`src/dct_pkg.sv`:
```
`timescale 1ns / 1ps
// ----------------------------------------------------------------------------
// DNA codon translator package
// Types, base codes, amino acid codes and the standard codon table shared by
// the channel interfaces and the translator.
// ----------------------------------------------------------------------------
package dct_pkg;

    // Field widths of the two channels.
    localparam int unsigned CharW  = 8;
    localparam int unsigned AminoW = 5;

    // Base code: A, C, G, T as 0 to 3, anything else as a non-base.
    typedef logic [2:0] t_base;

    localparam t_base BASE_A    = 3'd0;
    localparam t_base BASE_C    = 3'd1;
    localparam t_base BASE_G    = 3'd2;
    localparam t_base BASE_T    = 3'd3;
    localparam t_base BASE_NONE = 3'd4;

    typedef logic [AminoW-1:0] t_amino;

    localparam t_amino AMINO_MET  = 5'd12;
    localparam t_amino STOP_OCHRE = 5'd20;

    typedef enum logic [1:0] {
        PH_SEARCH = 2'd0,
        PH_TRANS  = 2'd1,
        PH_DONE   = 2'd2
    } t_phase;

    typedef struct packed {
        t_amino amino_code;
        logic   is_stop;
    } t_result;

    // Indexed by first*16 + second*4 + third with A=0, C=1, G=2, T=3.
    localparam t_amino CODON_TABLE [64] = '{
        5'd11, 5'd2,  5'd11, 5'd2,  5'd16, 5'd16, 5'd16, 5'd16,
        5'd1,  5'd15, 5'd1,  5'd15, 5'd9,  5'd9,  5'd12, 5'd9,
        5'd5,  5'd8,  5'd5,  5'd8,  5'd14, 5'd14, 5'd14, 5'd14,
        5'd1,  5'd1,  5'd1,  5'd1,  5'd10, 5'd10, 5'd10, 5'd10,
        5'd6,  5'd3,  5'd6,  5'd3,  5'd0,  5'd0,  5'd0,  5'd0,
        5'd7,  5'd7,  5'd7,  5'd7,  5'd19, 5'd19, 5'd19, 5'd19,
        5'd20, 5'd18, 5'd21, 5'd18, 5'd15, 5'd15, 5'd15, 5'd15,
        5'd22, 5'd4,  5'd17, 5'd4,  5'd10, 5'd13, 5'd10, 5'd13
    };

    // Only upper-case A, C, G and T are bases.
    function automatic t_base base_code(input logic [CharW-1:0] c);
        t_base b;
        unique case (c)
            8'h41:   b = BASE_A;
            8'h43:   b = BASE_C;
            8'h47:   b = BASE_G;
            8'h54:   b = BASE_T;
            default: b = BASE_NONE;
        endcase
        return b;
    endfunction

endpackage

```
`src/dct_stream_if.sv`:
```
`timescale 1ns / 1ps
// ----------------------------------------------------------------------------
// DNA codon translator channels
// Valid/ready channels for sequence characters in and amino acid codes out.
// ----------------------------------------------------------------------------
interface dct_base_if;
    logic                         valid;
    logic                         ready;
    logic [dct_pkg::CharW-1:0]    base_char;
    logic                         restart;

    modport source (output valid, output base_char, output restart, input ready);
    modport sink   (input valid, input base_char, input restart, output ready);
endinterface

interface dct_amino_if;
    logic                  valid;
    logic                  ready;
    dct_pkg::t_amino       amino_code;
    logic                  is_stop;

    modport source (output valid, output amino_code, output is_stop, input ready);
    modport sink   (input valid, input amino_code, input is_stop, output ready);
endinterface

```
`src/dna_codon_translator.sv`:
```
`timescale 1ns / 1ps
// ----------------------------------------------------------------------------
// DNA codon translator
// Finds the ATG start codon in a stream of sequence characters, then
// translates each following codon into an amino acid code until a stop.
// ----------------------------------------------------------------------------
//
//  Channel   Direction  Payload                   Items
//  i_base    in         base_char[7:0], restart   one sequence character
//  o_amino   out        amino_code[4:0], is_stop  zero or one per character
//
// Every input item is handled in the cycle in which it is accepted: the phase,
// the two-entry base window and the codon position are updated at that edge,
// and any result is loaded into the output register, so one item per cycle is
// sustained while o_amino.ready is high. The output register is the only
// buffer; i_base.ready is low only while it holds a result not yet taken.
// Reset is synchronous and active low; it clears the phase to searching, the
// window to non-bases and the output register to empty. A restart bit on an
// item resets phase and window likewise before that item's character is used.

module dna_codon_translator (
    input  logic                i_clk,
    input  logic                i_rst_n,
    dct_base_if.sink            i_base,
    dct_amino_if.source         o_amino
);

    // Architectural state.
    dct_pkg::t_phase  r_phase,  n_phase;
    dct_pkg::t_base   r_win0,   n_win0;
    dct_pkg::t_base   r_win1,   n_win1;
    logic [1:0]       r_pos,    n_pos;

    // Output register.
    logic             r_out_valid, n_out_valid;
    dct_pkg::t_result r_out,       n_out;

    // State as seen by the current item, after an optional restart.
    dct_pkg::t_phase  e_phase;
    dct_pkg::t_base   e_win0;
    dct_pkg::t_base   e_win1;
    logic [1:0]       e_pos;

    dct_pkg::t_base   w_base;
    logic             w_in_acc;
    logic             w_hit;
    logic             w_codon_ok;
    dct_pkg::t_amino  w_code;
    logic             w_code_stop;

    // A new item is taken whenever the output register is empty or is being
    // emptied in this cycle.
    assign i_base.ready = !r_out_valid || o_amino.ready;
    assign w_in_acc     = i_base.valid && i_base.ready;
    assign w_base       = dct_pkg::base_code(i_base.base_char);

    assign e_phase = i_base.restart ? dct_pkg::PH_SEARCH : r_phase;
    assign e_win0  = i_base.restart ? dct_pkg::BASE_NONE : r_win0;
    assign e_win1  = i_base.restart ? dct_pkg::BASE_NONE : r_win1;
    assign e_pos   = i_base.restart ? 2'd0 : r_pos;

    // ATG ends the search: A and T already in the window, G arriving now.
    assign w_hit = (e_win0 == dct_pkg::BASE_A) && (e_win1 == dct_pkg::BASE_T) &&
                   (w_base == dct_pkg::BASE_G);

    // A codon with any non-base in it is dropped silently.
    assign w_codon_ok  = !e_win0[2] && !e_win1[2] && !w_base[2];
    assign w_code      = dct_pkg::CODON_TABLE[{e_win0[1:0], e_win1[1:0], w_base[1:0]}];
    assign w_code_stop = (w_code >= dct_pkg::STOP_OCHRE);

    // Next phase.
    always_comb begin
        n_phase = r_phase;
        if (w_in_acc) begin
            unique case (e_phase)
                dct_pkg::PH_SEARCH: begin
                    n_phase = w_hit ? dct_pkg::PH_TRANS : dct_pkg::PH_SEARCH;
                end
                dct_pkg::PH_TRANS: begin
                    if ((e_pos == 2'd2) && w_codon_ok && w_code_stop) begin
                        n_phase = dct_pkg::PH_DONE;
                    end else begin
                        n_phase = dct_pkg::PH_TRANS;
                    end
                end
                default: begin
                    n_phase = e_phase;
                end
            endcase
        end
    end

    // Window, codon position and result.
    always_comb begin
        n_win0      = r_win0;
        n_win1      = r_win1;
        n_pos       = r_pos;
        n_out_valid = r_out_valid && !o_amino.ready;
        n_out       = r_out;
        if (w_in_acc) begin
            n_win0 = e_win0;
            n_win1 = e_win1;
            n_pos  = e_pos;
            unique case (e_phase)
                dct_pkg::PH_SEARCH: begin
                    if (w_hit) begin
                        // Met opens the protein; codons start on the next byte.
                        n_win0      = dct_pkg::BASE_NONE;
                        n_win1      = dct_pkg::BASE_NONE;
                        n_pos       = 2'd0;
                        n_out_valid = 1'b1;
                        n_out       = '{amino_code: dct_pkg::AMINO_MET, is_stop: 1'b0};
                    end else begin
                        n_win0 = e_win1;
                        n_win1 = w_base;
                    end
                end
                dct_pkg::PH_TRANS: begin
                    if (e_pos == 2'd2) begin
                        n_pos = 2'd0;
                        if (w_codon_ok) begin
                            n_out_valid = 1'b1;
                            n_out       = '{amino_code: w_code, is_stop: w_code_stop};
                        end
                    end else begin
                        if (e_pos[0]) begin
                            n_win1 = w_base;
                        end else begin
                            n_win0 = w_base;
                        end
                        n_pos = e_pos + 2'd1;
                    end
                end
                default: begin
                    // After a stop every character is ignored.
                    n_pos = e_pos;
                end
            endcase
        end
    end

    always_ff @(posedge i_clk) begin
        if (!i_rst_n) begin
            r_phase     <= dct_pkg::PH_SEARCH;
            r_win0      <= dct_pkg::BASE_NONE;
            r_win1      <= dct_pkg::BASE_NONE;
            r_pos       <= 2'd0;
            r_out_valid <= 1'b0;
        end else begin
            r_phase     <= n_phase;
            r_win0      <= n_win0;
            r_win1      <= n_win1;
            r_pos       <= n_pos;
            r_out_valid <= n_out_valid;
        end
    end

    always_ff @(posedge i_clk) begin
        r_out <= n_out;
    end

    assign o_amino.valid      = r_out_valid;
    assign o_amino.amino_code = r_out.amino_code;
    assign o_amino.is_stop    = r_out.is_stop;

    // The stop flag is only ever set for one of the three stop codes.
    a_stop_code : assert property (@(posedge i_clk) disable iff (!i_rst_n)
        (r_out_valid && r_out.is_stop) |-> (r_out.amino_code >= dct_pkg::STOP_OCHRE))
        else $error("stop flag on a non-stop amino code");

    // Codon position only counts while translating.
    a_pos_idle : assert property (@(posedge i_clk) disable iff (!i_rst_n)
        (r_phase != dct_pkg::PH_TRANS) |-> (r_pos == 2'd0))
        else $error("codon position non-zero outside translation");

    // Once done, a character without restart produces nothing.
    a_done_silent : assert property (@(posedge i_clk) disable iff (!i_rst_n)
        (r_phase == dct_pkg::PH_DONE && w_in_acc && !i_base.restart && o_amino.ready)
        |=> !r_out_valid)
        else $error("result produced after a stop");

    // Met from the start search never carries the stop flag.
    a_hit_met : assert property (@(posedge i_clk) disable iff (!i_rst_n)
        (w_in_acc && e_phase == dct_pkg::PH_SEARCH && w_hit)
        |=> (r_out_valid && r_out.amino_code == dct_pkg::AMINO_MET && !r_out.is_stop
             && r_phase == dct_pkg::PH_TRANS))
        else $error("start codon did not produce Met");

endmodule
```
`src/flat_wrapper.sv`:
```
// flat-port wrapper written by rule: the top's interface ports become plain ports
module dna_codon_translator_flat 
  (i_clk, i_rst_n, i_base_valid, i_base_base_char, i_base_restart, i_base_ready, o_amino_valid, o_amino_amino_code, o_amino_is_stop, o_amino_ready);
  dct_base_if i_base_i ();
  dct_amino_if o_amino_i ();
  input  logic i_clk;
  input  logic i_rst_n;
  input wire logic [$bits(i_base_i.valid)-1:0] i_base_valid;
  input wire logic [$bits(i_base_i.base_char)-1:0] i_base_base_char;
  input wire logic [$bits(i_base_i.restart)-1:0] i_base_restart;
  output wire logic [$bits(i_base_i.ready)-1:0] i_base_ready;
  output wire logic [$bits(o_amino_i.valid)-1:0] o_amino_valid;
  output wire logic [$bits(o_amino_i.amino_code)-1:0] o_amino_amino_code;
  output wire logic [$bits(o_amino_i.is_stop)-1:0] o_amino_is_stop;
  input wire logic [$bits(o_amino_i.ready)-1:0] o_amino_ready;
  assign i_base_i.valid = i_base_valid;
  assign i_base_i.base_char = i_base_base_char;
  assign i_base_i.restart = i_base_restart;
  assign i_base_ready = i_base_i.ready;
  assign o_amino_valid = o_amino_i.valid;
  assign o_amino_amino_code = o_amino_i.amino_code;
  assign o_amino_is_stop = o_amino_i.is_stop;
  assign o_amino_i.ready = o_amino_ready;
  dna_codon_translator u_core (.i_clk(i_clk), .i_rst_n(i_rst_n), .i_base(i_base_i), .o_amino(o_amino_i));
endmodule
```
`config.mk`:
```
export PLATFORM = sky130hd
export DESIGN_NAME = dna_codon_translator_flat
export DESIGN_NICKNAME = d
export VERILOG_FILES = /design/src/dct_pkg.sv /design/src/dct_stream_if.sv /design/src/dna_codon_translator.sv /design/src/flat_wrapper.sv
export SDC_FILE = /design/constraint.sdc
export NUM_CORES = 1
export LEC_CHECK = 0
export BUFFER_PORTS_ARGS = -buffer_cell sky130_fd_sc_hd__buf_2
export CORE_UTILIZATION = 50
export DETAILED_ROUTE_END_ITERATION = 10
export PLACE_DENSITY = 0.75
export SLEW_MARGIN = 25
export SYNTH_ARGS = -nofsm -noshare
export SYNTH_HDL_FRONTEND = slang
export SYNTH_SLANG_ARGS = --single-unit
```
`constraint.sdc`:
```
create_clock -name i_clk -period 1.8 [get_ports i_clk]
set_input_delay 0.18 -clock i_clk [delete_from_list [all_inputs] [get_ports i_clk]]
set_output_delay 0.18 -clock i_clk [all_outputs]
set_load 0.02 [all_outputs]
```
==> flow_metrics.env <==
export IMPL_dp_hpwl_um=2700
export IMPL_syn_area_um2=1320
export IMPL_ys_warnings_count=0
export IMPL_viasPerCell=6.13
export IMPL_cts_buffers=3
export IMPL_outcome="completed"
export IMPL_synth_top_area_cell="dfxtp_1"
export IMPL_yosysSeqAreaShare_pct=30.4
export IMPL_layout_min_cycle_time_ps=1680
export IMPL_maxCapViolations=0
export IMPL_overflow=0
export IMPL_drive_above_1_share_pct=28.9
export IMPL_syn_area_per_cell_um2=7.84
export IMPL_num_rows=18
export IMPL_holdWs_ps=166
export IMPL_num_antenna_cells=0
export IMPL_start_util_pct=53.2
export IMPL_cp_max_fo=10
export IMPL_finalSetupViolations=0
export IMPL_synthArstFlopShare_pct=0
export IMPL_clk_path_buf_depth=2
export IMPL_syn_nets=181
export IMPL_p_per_area_nw_per_um2=442
export IMPL_comb_power_share_pct=15.7
export IMPL_grt_max_degree=14
export IMPL_syn_to_final_growth_pct=23.7
export IMPL_die_y_um=53.3
export IMPL_clkPwrFrac_pct=28.1
export IMPL_slew_violations=0
export IMPL_rsz0062_at_grt="false"
export IMPL_slew_headroom_pct=68.5
export IMPL_finClkSkew_ps=2.38
export IMPL_final_nets=218
export IMPL_fmax_mhz=596
export IMPL_multi_input_area_um2=856
export IMPL_die_area_um2=2840
export IMPL_leakagePower_uw=0.000620
export IMPL_num_io_pins=21
export IMPL_grt_pass1_vias=1303
export IMPL_synth_area_leaders="dfxtp_1 17%, edfxtp_1 14%, a21oi_1 6.8%"
export IMPL_ys_types=52
export IMPL_worstSetupPathType="flip-flop to flip-flop"
export IMPL_cts_setup_buffers=0
export IMPL_endpoint_kind="flip-flop"
export IMPL_remaining_drc_errors=0
export IMPL_grt_pass1_wl_um=5820
export IMPL_seq_area_um2=405
export IMPL_swShare_pct=26.0
export IMPL_yosysMostFrequentCell="nand2_1"
export IMPL_worst_pin_slew_ps=468
export IMPL_ys_ff_latch=17
export IMPL_clk_pin_slew_ps=90
export IMPL_antenna_found_initial=0
export IMPL_final_core_util_pct=65.8
export IMPL_gp_congestion=0.928
export IMPL_synth_edf_count=6
export IMPL_synthCells=168
export IMPL_hold_class="input port to flip-flop"
export IMPL_cts_tree="built"
export IMPL_start_kind="flip-flop"
export IMPL_routed_wl_um=3540
export IMPL_firstDrtPassIters=5
export IMPL_drt_iter0_drc=85
export IMPL_cp_arrival_ps=1920
export IMPL_fin_total_pwr_uw=720
export IMPL_core_area_um2=2480
export IMPL_die_w_um=53.3
export IMPL_synth_top_cell_area_share_pct=16.7
export IMPL_critPathRequiredTime_ps=2040
export IMPL_io_buffers=20
export IMPL_clock_latency_ps=290
export IMPL_routedWlPerCell_um=15.1
export IMPL_nFillCells=224
export IMPL_irDropWorstVdd_mv=0.438
export IMPL_cts_root_buf="clkbuf_4"
export IMPL_fin_crit_sh_pct=93.2
export IMPL_ys_flop_type="dfxtp_1"
export IMPL_seq_power_share_pct=56.3
export IMPL_cts_sinks=17
export IMPL_track_usage_pct=28.2
export IMPL_final_hold_viol_count=0
export IMPL_ant_nets=0
export IMPL_cts_hold_buffers=0
export IMPL_htreeDepth=1
export IMPL_internal_power_uw=533
export IMPL_yosys_top_cells_count="24 x nand2_1, 19 x nor2_1, 18 x a21oi_1, 18 x o21ai_0, 11 x dfxtp_1"
export IMPL_vias=1435
export IMPL_power_switching_uw=187
-- final timing paths --
path / from / depth (start not counted) / slack (ps) / endpoint
setup / recovery: u_core.r_win0[0] / 7 / 120 / u_core.r_phase[1]
setup reg to reg: u_core.r_win0[0] / 7 / 120 / u_core.r_phase[1]
hold / removal: i_base_valid / 3 / 170 / u_core.o_amino.valid
hold reg to reg: u_core.r_win0[2] / 2 / 560 / u_core.r_win0[2]
-- power by group through the flow --
stage          registers (uW)  logic [uW]  clock network, uW
4_1_cts                   404         109                208
5_1_grt                   406         123                218
6_report                  405         113                202
3_3_place_gp              413         104                  0
3_5_place_dp              413         108                  0
2_1_floorplan             410        63.5                  0
-- layer usage --
metal  GRT usage (%)  vias to the layer above  share of wire (%)
met2            45.2                       69                 51
met5               0                        -                  0
met1            36.7                      669                 40
met3            7.18                        9                7.1
li1                -                      688                  -
met4            8.33                        0                1.5
-- per-stage QoR --
stage | cells | setup WS (ps) | area [um^2] | setup TNS, ps
2_1_floorplan | 168 | 80.0 | 1320 | 0
3_3_place_gp | 230 | -21.3 | 1570 | -135
3_5_place_dp | 230 | -37.0 | 1570 | -229
4_1_cts | 234 | 5.67 | 1600 | 0
5_1_grt | 234 | 2.07 | 1630 | 0
6_report | 234 | 122 | 1630 | 0
-- registers in the layout, summed over array words and instances, names as in the netlist --
register                   cells
u_core.o_amino.amino_code      5
u_core.r_win0                  3
u_core.r_win1                  3
u_core.r_phase                 2
u_core.r_pos                   2
u_core.o_amino.is_stop         1
u_core.o_amino.valid           1
-- cell usage in the layout (no fill, tap or decap), drive strengths merged, types with 3 or more instances in the layout --
cell type / netlist / layout
a211oi: 3 / 3
a21oi: 18 / 18
buf: 7 / 41
clkbuf: 1 / 4
dfxtp: 11 / 11
edfxtp: 6 / 6
inv: 6 / 6
nand2: 24 / 24
nand3: 3 / 3
nor2: 19 / 19
nor2b: 6 / 6
nor3: 4 / 4
nor4b: 3 / 3
o21a: 4 / 4
o21ai: 19 / 19
-- layout make-up --
type / count / area share [%]
clock buffers: 4 / 1.61
inverters: 6 / 1.38
multi-input cells: 136 / 52.5
flip-flops and latches: 17 / 24.9
well taps: 30 / 2.30
repair buffers: 41 / 17.3
-- critical path, stage by stage, from the launching register on --
cell       delay, ps
dfxtp_4          390
buf_4            180
nand2b_1         170
o22ai_1          130
nand2_1           70
a31o_1           240
a2111oi_4        300
o21a_1           150
-- kinds of logic after synthesis --
| group | Yosys count | share of synthesized area [%] |
|---|---|---|
| buffers and inverters | 15 | 7.22 |
| AND/OR/NAND/NOR | 74 | 31.2 |
| XOR/XNOR | 1 | 0.665 |
| AO/OA/AOI/OAI | 59 | 28.9 |
| multiplexers | 2 | 1.61 |
| flip-flops | 17 | 30.4 |
-- what timing repair did --
| action | in CTS | in global routing |
|---|---|---|
| pin swaps | 0 | 1 |
| resized for setup | 1 | 6 |
| endpoints found under the setup margin | 8 | 13 |
Note: power is estimated with default switching activity, not from simulation.
